### config.mk
export PLATFORM = sky130hd
export DESIGN_NAME = voice_session_mode_controller_unit
export DESIGN_NICKNAME = d
export VERILOG_FILES = /design/src/hdl/vsmc_pkg.sv /design/src/hdl/vsmc_front.sv /design/src/hdl/vsmc_queue.sv /design/src/hdl/vsmc_exec.sv /design/src/hdl/voice_session_mode_controller_unit.sv
export SDC_FILE = /design/constraint.sdc
export NUM_CORES = 1
export LEC_CHECK = 0
export BUFFER_PORTS_ARGS = -buffer_cell sky130_fd_sc_hd__buf_2
export CAP_MARGIN = 20
export CORE_ASPECT_RATIO = 1.4
export CORE_MARGIN = 2
export CORE_UTILIZATION = 24
export DETAILED_ROUTE_END_ITERATION = 16
export HOLD_SLACK_MARGIN = 0.02
export PLACE_DENSITY = 0.51
export RECOVER_POWER = 25
export SYNTH_ARGS = -nofsm -noshare
export SYNTH_HDL_FRONTEND = slang
export SYNTH_SLANG_ARGS = --single-unit
### constraint.sdc
create_clock -name clk -period 7 [get_ports clk]
set_input_delay 1.4 -clock clk [delete_from_list [all_inputs] [get_ports clk]]
set_output_delay 1.4 -clock clk [all_outputs]
set_load 0.005 [all_outputs]
### src/hdl/vsmc_pkg.sv
// Shared types and constants for the voice session mode controller.
// No dependencies; every other file imports this package.
package vsmc_pkg;

  localparam int IN_TDATA_W  = 16;
  localparam int OUT_TDATA_W = 32;
  localparam int CFG_AW      = 3;
  localparam int CFG_W       = 12;
  localparam int CD_W        = 11;

  // divide-by-constant unit for the retry countdown: exact for dividends below 2**DIV_W
  localparam int DIV_W  = 13;
  localparam int DIV_SH = 20;
  localparam int RECIP_W = DIV_SH + 1;
  localparam int CD_MAX = 1023;

  // register indexes
  localparam logic [CFG_AW-1:0] REG_LISTEN_TO = 3'd0;
  localparam logic [CFG_AW-1:0] REG_THINK_TO  = 3'd1;
  localparam logic [CFG_AW-1:0] REG_LINGER    = 3'd2;
  localparam logic [CFG_AW-1:0] REG_RETRY     = 3'd3;
  localparam logic [CFG_AW-1:0] REG_TEXT_ONLY = 3'd4;

  localparam logic [CFG_W-1:0] LISTEN_TO_RST = 12'd100;
  localparam logic [CFG_W-1:0] THINK_TO_RST  = 12'd120;
  localparam logic [CFG_W-1:0] LINGER_RST    = 12'd240;
  localparam logic [CFG_W-1:0] RETRY_RST     = 12'd40;
  localparam logic [CFG_W-1:0] TEXT_ONLY_RST = 12'd2;

  // event codes on the mode field
  localparam logic [4:0] MODE_TICK          = 5'd0;
  localparam logic [4:0] MODE_PORTAL        = 5'd1;
  localparam logic [4:0] MODE_AUTH_OK       = 5'd2;
  localparam logic [4:0] MODE_AUTH_BAD      = 5'd3;
  localparam logic [4:0] MODE_WIFI_DOWN     = 5'd4;
  localparam logic [4:0] MODE_WAKE          = 5'd5;
  localparam logic [4:0] MODE_SPEECH_START  = 5'd6;
  localparam logic [4:0] MODE_SPEECH_STOP   = 5'd7;
  localparam logic [4:0] MODE_RESP_START    = 5'd8;
  localparam logic [4:0] MODE_RESP_DONE     = 5'd9;
  localparam logic [4:0] MODE_LINK_CLOSED   = 5'd10;
  localparam logic [4:0] MODE_LINK_ERROR    = 5'd11;
  localparam logic [4:0] MODE_STOP          = 5'd12;
  localparam logic [4:0] MODE_CANCEL        = 5'd13;
  localparam logic [4:0] MODE_FINISH        = 5'd14;
  localparam logic [4:0] MODE_SETTINGS_OPEN = 5'd15;
  localparam logic [4:0] MODE_SETTINGS_SHUT = 5'd16;
  localparam logic [4:0] MODE_RETRY         = 5'd17;
  localparam logic [4:0] MODE_WIFI_SETUP    = 5'd18;

  typedef enum logic [2:0] {
    ST_BOOT   = 3'd0,
    ST_PROV   = 3'd1,
    ST_IDLE   = 3'd2,
    ST_LISTEN = 3'd3,
    ST_THINK  = 3'd4,
    ST_SPEAK  = 3'd5,
    ST_CONFIG = 3'd6,
    ST_ERROR  = 3'd7
  } state_t;

  typedef enum logic [4:0] {
    EV_NONE,
    EV_TICK,
    EV_PORTAL,
    EV_AUTH_OK,
    EV_AUTH_BAD,
    EV_WIFI_DOWN,
    EV_WAKE,
    EV_SPEECH_START,
    EV_SPEECH_END,
    EV_RESP_START,
    EV_RESP_DONE,
    EV_LINK_CLOSED,
    EV_LINK_FATAL,
    EV_STOP,
    EV_CANCEL,
    EV_CFG_OPEN,
    EV_CFG_CLOSE,
    EV_RETRY,
    EV_WIFI_SETUP
  } ev_t;

  typedef enum logic [2:0] {
    ERR_NONE         = 3'd0,
    ERR_START_FAILED = 3'd1,
    ERR_WIFI_LOST    = 3'd2,
    ERR_LINK_CLOSED  = 3'd3,
    ERR_LINK_FATAL   = 3'd4
  } err_t;

  typedef enum logic [1:0] {
    TELE_NONE        = 2'd0,
    TELE_WAKE        = 2'd1,
    TELE_BARGE_WAKE  = 2'd2,
    TELE_BARGE_TOUCH = 2'd3
  } tele_t;

  // input beat, last field in the lowest bits
  typedef struct packed {
    logic       link_start_ok;
    logic       link_running;
    logic       net_paired;
    logic       net_online;
    logic       audio_playing;
    logic       fatal_flag;
    logic [4:0] mode;
  } in_t;

  // classified item handed from front to back
  typedef struct packed {
    ev_t  ev;
    logic playing;
    logic online;
    logic paired;
    logic running;
    logic start_ok;
  } qitem_t;

  // result beat, last field in the lowest bits
  typedef struct packed {
    tele_t                  telemetry_kind;
    logic signed [CD_W-1:0] countdown_seconds;
    logic                   countdown_update;
    err_t                   error_kind;
    logic                   save_and_report;
    logic                   cancel_flush;
    logic                   stop_link;
    logic                   start_link;
    logic                   state_changed;
    state_t                 prev_state;
    state_t                 app_state;
  } res_t;

  localparam int IN_W  = $bits(in_t);
  localparam int RES_W = $bits(res_t);

  function automatic logic in_dialogue(input state_t s);
    return (s == ST_LISTEN) || (s == ST_THINK) || (s == ST_SPEAK);
  endfunction

endpackage

### src/hdl/vsmc_front.sv
// Front stage: takes input beats, decodes the event code and registers a classified item.
// Depends on vsmc_pkg.
module vsmc_front (
  input  logic                               clk,
  input  logic                               rst,
  input  logic                               s_axis_tvalid,
  output logic                               s_axis_tready,
  input  logic [vsmc_pkg::IN_TDATA_W-1:0]    s_axis_tdata,
  output logic                               item_valid,
  input  logic                               item_ready,
  output vsmc_pkg::qitem_t                   item
);
  import vsmc_pkg::*;

  in_t    beat;
  ev_t    ev;
  logic   vld;
  qitem_t held;

  assign beat = in_t'(s_axis_tdata[IN_W-1:0]);

  always_comb begin
    unique case (beat.mode)
      MODE_TICK:          ev = EV_TICK;
      MODE_PORTAL:        ev = EV_PORTAL;
      MODE_AUTH_OK:       ev = EV_AUTH_OK;
      MODE_AUTH_BAD:      ev = EV_AUTH_BAD;
      MODE_WIFI_DOWN:     ev = EV_WIFI_DOWN;
      MODE_WAKE:          ev = EV_WAKE;
      MODE_SPEECH_START:  ev = EV_SPEECH_START;
      MODE_SPEECH_STOP:   ev = EV_SPEECH_END;
      MODE_FINISH:        ev = EV_SPEECH_END;
      MODE_RESP_START:    ev = EV_RESP_START;
      MODE_RESP_DONE:     ev = EV_RESP_DONE;
      MODE_LINK_CLOSED:   ev = EV_LINK_CLOSED;
      // a non-fatal link error does nothing
      MODE_LINK_ERROR:    ev = beat.fatal_flag ? EV_LINK_FATAL : EV_NONE;
      MODE_STOP:          ev = EV_STOP;
      MODE_CANCEL:        ev = EV_CANCEL;
      MODE_SETTINGS_OPEN: ev = EV_CFG_OPEN;
      MODE_SETTINGS_SHUT: ev = EV_CFG_CLOSE;
      MODE_RETRY:         ev = EV_RETRY;
      MODE_WIFI_SETUP:    ev = EV_WIFI_SETUP;
      default:            ev = EV_NONE;
    endcase
  end

  assign s_axis_tready = !vld || item_ready;
  assign item_valid    = vld;
  assign item          = held;

  always_ff @(posedge clk) begin
    if (rst) begin
      vld <= 1'b0;
    end else if (s_axis_tready) begin
      vld <= s_axis_tvalid;
    end
  end

  always_ff @(posedge clk) begin
    if (s_axis_tvalid && s_axis_tready) begin
      held.ev       <= ev;
      held.playing  <= beat.audio_playing;
      held.online   <= beat.net_online;
      held.paired   <= beat.net_paired;
      held.running  <= beat.link_running;
      held.start_ok <= beat.link_start_ok;
    end
  end

endmodule

### src/hdl/vsmc_queue.sv
// Short register queue between the front and back stages.
// Depends on vsmc_pkg for the item type.
module vsmc_queue #(
  parameter int DEPTH = 2
) (
  input  logic             clk,
  input  logic             rst,
  input  logic             push_valid,
  output logic             push_ready,
  input  vsmc_pkg::qitem_t push_item,
  output logic             pop_valid,
  input  logic             pop_ready,
  output vsmc_pkg::qitem_t pop_item
);
  import vsmc_pkg::*;

  localparam int AW = (DEPTH > 1) ? $clog2(DEPTH) : 1;
  localparam int CW = $clog2(DEPTH + 1);
  localparam logic [AW-1:0] LAST = AW'(DEPTH - 1);

  qitem_t          entries [DEPTH];
  logic [AW-1:0]   wr_ptr;
  logic [AW-1:0]   rd_ptr;
  logic [CW-1:0]   count;
  logic            push;
  logic            pop;

  assign push_ready = (count != CW'(DEPTH));
  assign pop_valid  = (count != '0);
  assign push       = push_valid && push_ready;
  assign pop        = pop_valid && pop_ready;
  assign pop_item   = entries[rd_ptr];

  always_ff @(posedge clk) begin
    if (rst) begin
      wr_ptr <= '0;
      rd_ptr <= '0;
      count  <= '0;
    end else begin
      if (push) begin
        wr_ptr <= (wr_ptr == LAST) ? '0 : wr_ptr + 1'b1;
      end
      if (pop) begin
        rd_ptr <= (rd_ptr == LAST) ? '0 : rd_ptr + 1'b1;
      end
      if (push && !pop) begin
        count <= count + 1'b1;
      end else if (pop && !push) begin
        count <= count - 1'b1;
      end
    end
  end

  always_ff @(posedge clk) begin
    if (push) begin
      entries[wr_ptr] <= push_item;
    end
  end

endmodule

### src/hdl/vsmc_exec.sv
// Back stage: mode state, tick timer, retry countdown, config registers, result register.
// Depends on vsmc_pkg.
module vsmc_exec #(
  parameter int TICKS_PER_SECOND = 4,
  parameter int TIMER_BITS       = 12
) (
  input  logic                                clk,
  input  logic                                rst,
  input  logic                                item_valid,
  output logic                                item_ready,
  input  vsmc_pkg::qitem_t                    item,
  input  logic                                cfg_we,
  input  logic [vsmc_pkg::CFG_AW-1:0]         cfg_addr,
  input  logic [vsmc_pkg::CFG_W-1:0]          cfg_wdata,
  output logic                                m_axis_tvalid,
  input  logic                                m_axis_tready,
  output logic [vsmc_pkg::OUT_TDATA_W-1:0]    m_axis_tdata
);
  import vsmc_pkg::*;

  localparam int CMP_W = (TIMER_BITS > CFG_W) ? TIMER_BITS : CFG_W;
  localparam int NUM_W = CMP_W + 2;
  localparam longint RECIP = ((64'sd1 <<< DIV_SH) + TICKS_PER_SECOND - 1) / TICKS_PER_SECOND;
  localparam int NEG_TPS = -TICKS_PER_SECOND;
  localparam int Q_W = DIV_W + RECIP_W - DIV_SH;

  // configuration
  logic [CFG_W-1:0] listen_to, think_to, linger, retry, text_only;

  // control state
  state_t                  state, state_next;
  logic [TIMER_BITS-1:0]   ticks, ticks_next;
  logic                    resp_done, resp_done_next;
  logic signed [CD_W-1:0]  last_cd, last_cd_next;

  logic                    out_valid;
  res_t                    out_data;
  res_t                    res;
  logic                    take;

  // helpers
  logic [TIMER_BITS-1:0]   ticks_inc;
  logic [CMP_W-1:0]        t_cmp;
  logic signed [NUM_W-1:0] num;
  logic [DIV_W-1:0]        dividend;
  logic [DIV_W+RECIP_W-1:0] prod;
  logic [Q_W-1:0]          quot;
  logic signed [CD_W-1:0]  quot_sat;
  logic signed [CD_W-1:0]  cd_tick;
  logic                    go, listen_req;
  state_t                  tgt;

  assign item_ready = !out_valid || m_axis_tready;
  assign take       = item_valid && item_ready;

  assign ticks_inc = (&ticks) ? ticks : ticks + 1'b1;
  assign t_cmp     = CMP_W'(ticks_inc);

  // countdown: ceil((retry - t) / TPS) by reciprocal multiply; seed shares the multiplier
  assign num = $signed(NUM_W'(retry)) - $signed(NUM_W'(t_cmp))
             + $signed(NUM_W'(TICKS_PER_SECOND - 1));
  assign dividend = (item.ev == EV_TICK) ? num[DIV_W-1:0] : DIV_W'(retry);
  assign prod     = dividend * RECIP_W'(RECIP);
  assign quot     = prod[DIV_W+RECIP_W-1:DIV_SH];
  assign quot_sat = (quot > Q_W'(CD_MAX)) ? CD_W'(CD_MAX) : CD_W'(quot);

  always_comb begin
    if (!num[NUM_W-1]) begin
      cd_tick = quot_sat;
    end else if (num > $signed(NUM_W'(NEG_TPS))) begin
      cd_tick = '0;  // small negative numerator truncates to zero
    end else begin
      cd_tick = '1;
    end
  end

  always_comb begin
    state_next     = state;
    ticks_next     = ticks;
    resp_done_next = resp_done;
    last_cd_next   = last_cd;
    go             = 1'b0;
    tgt            = state;
    listen_req     = 1'b0;

    res                   = '0;
    res.prev_state        = state;
    res.error_kind        = ERR_NONE;
    res.telemetry_kind    = TELE_NONE;
    res.countdown_seconds = '1;

    unique case (item.ev)
      EV_TICK: begin
        ticks_next = ticks_inc;
        unique case (state)
          ST_THINK: begin
            if (item.playing) begin
              go = 1'b1; tgt = ST_SPEAK;
            end else if (resp_done && t_cmp > CMP_W'(text_only)) begin
              resp_done_next = 1'b0;
              go = 1'b1; tgt = ST_IDLE;
            end else if (t_cmp > CMP_W'(think_to)) begin
              go = 1'b1; tgt = ST_IDLE;
            end
          end
          ST_SPEAK: begin
            if (resp_done && !item.playing) begin
              resp_done_next = 1'b0;
              go = 1'b1; tgt = ST_IDLE;
            end
          end
          ST_LISTEN: begin
            if (t_cmp > CMP_W'(listen_to)) begin
              go = 1'b1; tgt = ST_IDLE;
            end
          end
          ST_IDLE: begin
            res.stop_link = item.running && (t_cmp > CMP_W'(linger));
          end
          ST_ERROR: begin
            if (t_cmp > CMP_W'(retry) && item.online && item.paired) begin
              go = 1'b1; tgt = ST_IDLE;
            end else if (cd_tick != last_cd) begin
              last_cd_next          = cd_tick;
              res.countdown_update  = 1'b1;
              res.countdown_seconds = cd_tick;
            end
          end
          default: ;
        endcase
      end
      EV_PORTAL: begin
        if (!in_dialogue(state) && state != ST_CONFIG) begin
          go = 1'b1; tgt = ST_PROV;
        end
      end
      EV_AUTH_OK: begin
        if (state == ST_BOOT || state == ST_PROV || state == ST_ERROR) begin
          go = 1'b1; tgt = ST_IDLE;
        end
      end
      EV_AUTH_BAD: begin
        res.stop_link = 1'b1;
        go = 1'b1; tgt = ST_PROV;
      end
      EV_WIFI_DOWN: begin
        if (in_dialogue(state)) begin
          res.stop_link  = 1'b1;
          res.error_kind = ERR_WIFI_LOST;
          go = 1'b1; tgt = ST_ERROR;
        end
      end
      EV_WAKE: begin
        if (state == ST_IDLE) begin
          res.telemetry_kind = TELE_WAKE;
          listen_req = 1'b1;
        end else if (state == ST_SPEAK) begin
          res.cancel_flush   = 1'b1;
          res.telemetry_kind = TELE_BARGE_WAKE;
          listen_req = 1'b1;
        end
      end
      EV_SPEECH_START: begin
        if (state == ST_SPEAK || state == ST_THINK) begin
          resp_done_next = 1'b0;
          go = 1'b1; tgt = ST_LISTEN;
        end else if (state == ST_LISTEN) begin
          ticks_next = '0;
        end
      end
      EV_SPEECH_END: begin
        if (state == ST_LISTEN) begin
          go = 1'b1; tgt = ST_THINK;
        end
      end
      EV_RESP_START: begin
        resp_done_next = 1'b0;
        if (state == ST_LISTEN) begin
          go = 1'b1; tgt = ST_THINK;
        end
      end
      EV_RESP_DONE: resp_done_next = 1'b1;
      EV_LINK_CLOSED: begin
        if (in_dialogue(state)) begin
          res.error_kind = ERR_LINK_CLOSED;
          go = 1'b1; tgt = ST_ERROR;
        end
      end
      EV_LINK_FATAL: begin
        if (in_dialogue(state)) begin
          res.error_kind = ERR_LINK_FATAL;
          go = 1'b1; tgt = ST_ERROR;
        end
      end
      EV_STOP: begin
        if (state == ST_SPEAK) begin
          res.cancel_flush   = 1'b1;
          res.telemetry_kind = TELE_BARGE_TOUCH;
          listen_req = 1'b1;
        end else if (state == ST_LISTEN || state == ST_THINK) begin
          res.cancel_flush = 1'b1;
          go = 1'b1; tgt = ST_IDLE;
        end
      end
      EV_CANCEL: begin
        if (in_dialogue(state)) begin
          res.cancel_flush = 1'b1;
          go = 1'b1; tgt = ST_IDLE;
        end
      end
      EV_CFG_OPEN: begin
        if (state == ST_IDLE) begin
          go = 1'b1; tgt = ST_CONFIG;
        end
      end
      EV_CFG_CLOSE: begin
        if (state == ST_CONFIG) begin
          res.save_and_report = 1'b1;
          go = 1'b1; tgt = ST_IDLE;
        end
      end
      EV_RETRY: begin
        if (state == ST_ERROR && item.online && item.paired) begin
          go = 1'b1; tgt = ST_IDLE;
        end
      end
      EV_WIFI_SETUP: res.stop_link = 1'b1;
      default: ;
    endcase

    // session start for wake and touch barge-in
    if (listen_req) begin
      res.start_link = !item.running;
      if (!item.running && !item.start_ok) begin
        res.error_kind = ERR_START_FAILED;
        go = 1'b1; tgt = ST_ERROR;
      end else begin
        resp_done_next = 1'b0;
        go = 1'b1; tgt = ST_LISTEN;
      end
    end

    if (go && tgt != state) begin
      state_next = tgt;
      ticks_next = '0;
      if (state == ST_ERROR) begin
        res.countdown_update  = 1'b1;
        res.countdown_seconds = '1;
      end
      if (tgt == ST_ERROR) begin
        last_cd_next          = quot_sat;
        res.countdown_update  = 1'b1;
        res.countdown_seconds = quot_sat;
      end
    end

    res.app_state     = state_next;
    res.state_changed = (state_next != state);
  end

  always_ff @(posedge clk) begin
    if (rst) begin
      state     <= ST_BOOT;
      ticks     <= '0;
      resp_done <= 1'b0;
      last_cd   <= '1;
    end else if (take) begin
      state     <= state_next;
      ticks     <= ticks_next;
      resp_done <= resp_done_next;
      last_cd   <= last_cd_next;
    end
  end

  always_ff @(posedge clk) begin
    if (rst) begin
      listen_to <= LISTEN_TO_RST;
      think_to  <= THINK_TO_RST;
      linger    <= LINGER_RST;
      retry     <= RETRY_RST;
      text_only <= TEXT_ONLY_RST;
    end else if (cfg_we) begin
      unique case (cfg_addr)
        REG_LISTEN_TO: listen_to <= cfg_wdata;
        REG_THINK_TO:  think_to  <= cfg_wdata;
        REG_LINGER:    linger    <= cfg_wdata;
        REG_RETRY:     retry     <= cfg_wdata;
        REG_TEXT_ONLY: text_only <= cfg_wdata;
        default: ;
      endcase
    end
  end

  always_ff @(posedge clk) begin
    if (rst) begin
      out_valid <= 1'b0;
    end else if (item_ready) begin
      out_valid <= item_valid;
    end
  end

  always_ff @(posedge clk) begin
    if (take) begin
      out_data <= res;
    end
  end

  assign m_axis_tvalid = out_valid;
  assign m_axis_tdata  = OUT_TDATA_W'(out_data);

endmodule

### src/hdl/voice_session_mode_controller_unit.sv
// Voice session mode controller, top level: front decode, item queue, back state stage.
// Depends on vsmc_pkg, vsmc_front, vsmc_queue and vsmc_exec.
//
// Usage:
//   Event beats enter on s_axis (tdata: mode, fatal_flag, audio_playing, net_online,
//   net_paired, link_running, link_start_ok). Each beat yields exactly one result beat
//   on m_axis with the new and previous mode, action strobes, error kind and the retry
//   countdown shown. Timeout registers are written on cfg_we/cfg_addr/cfg_wdata while
//   no beat is in flight.
//   An input beat passes the decode register, the two-entry queue and the result
//   register. One beat per cycle is sustained while m_axis_tready stays high; the mode
//   state, tick counter and countdown are updated together in the back stage, whose
//   longest path is the tick increment into the countdown reciprocal multiplier.
//   Reset (synchronous, rst high) returns the mode to boot, clears the tick counter and
//   the response-done flag, hides the countdown and loads the default timeouts.
//   If m_axis_tready is held low the result register holds its beat, the queue fills
//   and s_axis_tready drops after at most three further beats are taken.
module voice_session_mode_controller_unit #(
  parameter int TICKS_PER_SECOND = 4,
  parameter int TIMER_BITS       = 12
) (
  input  logic                               clk,
  input  logic                               rst,
  input  logic                               s_axis_tvalid,
  output logic                               s_axis_tready,
  // [4:0] mode, [5] fatal_flag, [6] audio_playing, [7] net_online, [8] net_paired,
  // [9] link_running, [10] link_start_ok, [15:11] zero
  input  logic [vsmc_pkg::IN_TDATA_W-1:0]    s_axis_tdata,
  output logic                               m_axis_tvalid,
  input  logic                               m_axis_tready,
  // [2:0] app_state, [5:3] prev_state, [6] state_changed, [7] start_link, [8] stop_link,
  // [9] cancel_flush, [10] save_and_report, [13:11] error_kind, [14] countdown_update,
  // [25:15] countdown_seconds, [27:26] telemetry_kind, [31:28] zero
  output logic [vsmc_pkg::OUT_TDATA_W-1:0]   m_axis_tdata,
  input  logic                               cfg_we,
  input  logic [vsmc_pkg::CFG_AW-1:0]        cfg_addr,
  input  logic [vsmc_pkg::CFG_W-1:0]         cfg_wdata
);
  import vsmc_pkg::*;

  logic   f_valid, f_ready;
  qitem_t f_item;
  logic   q_valid, q_ready;
  qitem_t q_item;

  vsmc_front u_front (
    .clk           (clk),
    .rst           (rst),
    .s_axis_tvalid (s_axis_tvalid),
    .s_axis_tready (s_axis_tready),
    .s_axis_tdata  (s_axis_tdata),
    .item_valid    (f_valid),
    .item_ready    (f_ready),
    .item          (f_item)
  );

  vsmc_queue #(
    .DEPTH (2)
  ) u_queue (
    .clk        (clk),
    .rst        (rst),
    .push_valid (f_valid),
    .push_ready (f_ready),
    .push_item  (f_item),
    .pop_valid  (q_valid),
    .pop_ready  (q_ready),
    .pop_item   (q_item)
  );

  vsmc_exec #(
    .TICKS_PER_SECOND (TICKS_PER_SECOND),
    .TIMER_BITS       (TIMER_BITS)
  ) u_exec (
    .clk           (clk),
    .rst           (rst),
    .item_valid    (q_valid),
    .item_ready    (q_ready),
    .item          (q_item),
    .cfg_we        (cfg_we),
    .cfg_addr      (cfg_addr),
    .cfg_wdata     (cfg_wdata),
    .m_axis_tvalid (m_axis_tvalid),
    .m_axis_tready (m_axis_tready),
    .m_axis_tdata  (m_axis_tdata)
  );

endmodule

==> impl_metrics.csv <==
group,metric,value,unit
global_routing,gr-total-overflow,0,
status,status,"finished, final reports clean",
clock_tree,h-tree-depth,4,
route,drtIter0Drc,524,
synthesis,yosysSeqAreaShare,36.1,%
placement,gp_congestion,0.894,
sta,tns,0,ns
power,irDropWorstVdd,115,µV
worst_setup_path,critPathLaunchType,"register",
cells_and_area,final_nets,1330,
worst_setup_path,cp_max_fo,10,
sta,hold_viol,0,
run,drv_cap,0,
sta,period_share,91.3,%
clock_tree,clk_pin_slew,0.07,ns
sta,skew,0.0155,ns
placement,io_buffers,60,
worst_setup_path,regToRegSetupSlack,0.61,ns
power,p_leak,4.20,nW
power,power_frac_seq,37.4,%
clock_tree,cts_hold_buf,0,
sta,whs,0.442,ns
clock_tree,cts-buffers-inserted,17,
floorplanning,fp.dieArea,43500,µm²
power,clock_power_share,29.8,%
cells_and_area,syn2layout_area_growth,13.4,%
min_path,hold_path.class,"register to register",
floorplanning,io_pins,70,
clock_tree,ctsLongestPathBuffers,2,
synthesis,synth-seq-cells,152,
sta,rsz0062_at_grt,"false",
placement,hpwl,23100,µm
route,viasPerCell,5.02,
global_routing,grt_pass1_wl,47900,µm
synthesis,synth_cells,1202,
cells_and_area,layout_commonest_cell,"nand2_1",
global_routing,grtUsageMet2,25.0,%
synthesis,syn_avg_cell_area,8.36,µm²
synthesis,async_flop_share,0,%
sta,max-slew-margin-rel,35.0,%
clock_tree,cts_setup_buffers,0,
global_routing,antenna_found_initial,0,
route,wirelength,30100,µm
sta,worst_pin_slew,0.975,ns
clock_tree,ctsResizeCount,0,
clock_tree,cts.sinks,152,
clock_tree,clk_latency,0.45,ns
synthesis,ys_top_cells_by_area,"dfxtp_1 19%, edfxtp_1 17%, ha_1 7.7%, nand2_1 6.5%, a21oi_1 5.8%",
power,p_per_area,265,nW/µm²
worst_setup_path,crit_path_end_kind,"register",
power,swShare,37.7,%
cells_and_area,final_area,11400,µm²
cells_and_area,drive_above_1_share,11.3,%
synthesis,synth.distinct_cells,97,
route,drc,0,
cells_and_area,utilization,27.6,%
global_routing,track_usage,14.1,%
cells_and_area,final_cell_mix,"174 x nand2_1, 117 x a21oi_1, 94 x dfxtp_1",
route,drt.antenna.violating_nets,0,
route,vias,8950,
synthesis,synth_enable_flop_cells,58,
global_routing,grt_max_degree,75,
route,wl_per_cell,16.9,µm
worst_setup_path,cp.required,7.18,ns
clock_tree,cts_tree,"yes",
floorplanning,rows,88,
floorplanning,die_x,177,µm
sta,fmax,156,MHz
global_routing,grt_pass1_vias,8908,
floorplanning,core-area,41300,µm²
global_routing,busiest_layer,"met2",
floorplanning,die_y,246,µm
power,internal-power,0.00189,W
cells_and_area,n_antenna_cell,0,
sta,drv_slew,0,
placement,dpl_cell_area,10800,µm²
worst_setup_path,worstPathArrival,6.57,ns
synthesis,synth-main-ff-cell,"dfxtp_1",
route,first_pass_iters,5,
power,p_comb_share,32.7,%
sta,setup-violations-final,0,
global_routing,grtUsageMet3,2.35,%
worst_setup_path,crit_type,"register to register",
power,power_switching,0.00114,W
synthesis,syn_area,10000,µm²
synthesis,yosysTopAreaCell,"dfxtp_1",
sta,layout_min_cycle_time,6.39,ns
clock_tree,cts_root_buf,"clkbuf_16",
synthesis,yosys_warnings,0,
synthesis,yosysTopAreaCellShare,18.7,%
global_routing,use_met1,15.9,%
floorplanning,start_util,24.3,%
==> state kept, by name, indices dropped and copies added, names as in the netlist, 2 cells and up, named ones only <==
name and count:
u_exec.last_cd 11, u_exec.linger 12, u_exec.listen_to 12, u_exec.m_axis_tdata 28, u_exec.retry 12, u_exec.state 3, u_exec.text_only 12, u_exec.think_to 12
u_exec.ticks 12, u_front.item 10, u_queue.count 2, u_queue.entries 20
==> power groups by stage <==
stage | Combinational (W) | Sequential [W] | Clock [W]
3_5_place_dp | 0.000986 | 0.00115 | 0
4_1_cts | 0.000991 | 0.00113 | 0.000929
6_report | 0.000989 | 0.00113 | 0.000903
2_1_floorplan | 0.000730 | 0.00111 | 0
3_3_place_gp | 0.000980 | 0.00115 | 0
5_1_grt | 0.00110 | 0.00115 | 0.000964
==> final timing paths <==
kind	startpoint	endpoint	cells past startpoint
worst max-delay path	u_exec.ticks[0]	u_exec.m_axis_tdata[14]	21
worst min-delay path	u_front.item[6]	u_queue.entries[0][6]	0
worst max register to register	u_exec.ticks[0]	u_exec.m_axis_tdata[14]	21
worst min register to register	u_front.item[6]	u_queue.entries[0][6]	0
==> per-stage QoR <==
stage,total power [W],setup slack (ns),std cells
2_1_floorplan,0.00184,1.59,1205
3_3_place_gp,0.00213,0.721,1750
3_5_place_dp,0.00214,0.680,1750
4_1_cts,0.00305,0.669,1782
5_1_grt,0.00321,0.224,1784
6_report,0.00303,0.608,1784
==> worst max-delay path, cell delays in order (launching register included) <==
cell       delay (ns)
dfxtp_1          0.42
ha_1             0.19
and2_1           0.20
and3_1           0.27
nand3_1          0.32
xor2_1           0.32
ha_1             0.23
inv_1            0.06
fa_1             0.40
a21o_1           0.25
a31o_1           0.26
a2111oi_2        0.40
nor4b_4          0.46
nand4_4          0.26
or2_1            0.36
xor2_1           0.18
a31oi_1          0.33
mux2i_1          0.44
nand4_4          0.23
nand2_2          0.20
nand2b_1         0.12
o21bai_1         0.21
==> cell usage after synthesis, types with 7 or more instances <==
master / count
nand2_1: 174
a21oi_1: 117
dfxtp_1: 94
inv_1: 80
nor2_1: 68
ha_1: 62
edfxtp_1: 58
clkbuf_1: 40
o21ai_0: 37
nand3_1: 31
nor3_1: 27
or3_1: 23
o211ai_1: 22
a31oi_1: 21
nand4_1: 21
xnor2_1: 17
and2_1: 16
nor2b_1: 15
buf_2: 14
nand2b_1: 14
and3_1: 13
mux2i_1: 13
a21o_1: 12
xor2_1: 12
a211oi_1: 11
o22ai_1: 11
nor4_1: 10
nand3b_1: 9
or2_2: 9
mux2_2: 8
o21ai_1: 8
and4_1: 7
o21bai_1: 7
==> metal layers <==
layer,up-vias,share of wire [%],wire length (µm)
met5,-,0,0
met4,0,4.5,1360
met3,68,3.4,1030
met2,198,50,15200
met1,4247,42,12500
li1,4437,-,-
==> area by class of cell <==
class	instances	area (µm²)
fillers	4449	29900
repair buffers	70	375
well taps	540	676
inverters	82	313
flip-flops and latches	152	3620
multi-input cells	908	5840
clock buffers	18	429
clock inverters	14	141
==> kinds of logic after synthesis <==
kind of cell / Yosys count / synth area share [%]
buf+inv: 145 / 5.94
simple gates: 463 / 23.5
mux: 23 / 2.44
flops: 152 / 36.1
compound gates: 325 / 21.4
other cells: 1 / 0.0373
xor+xnor: 29 / 2.53
fa+ha+maj: 64 / 8.02
Note: power is estimated with default switching activity, not from simulation.
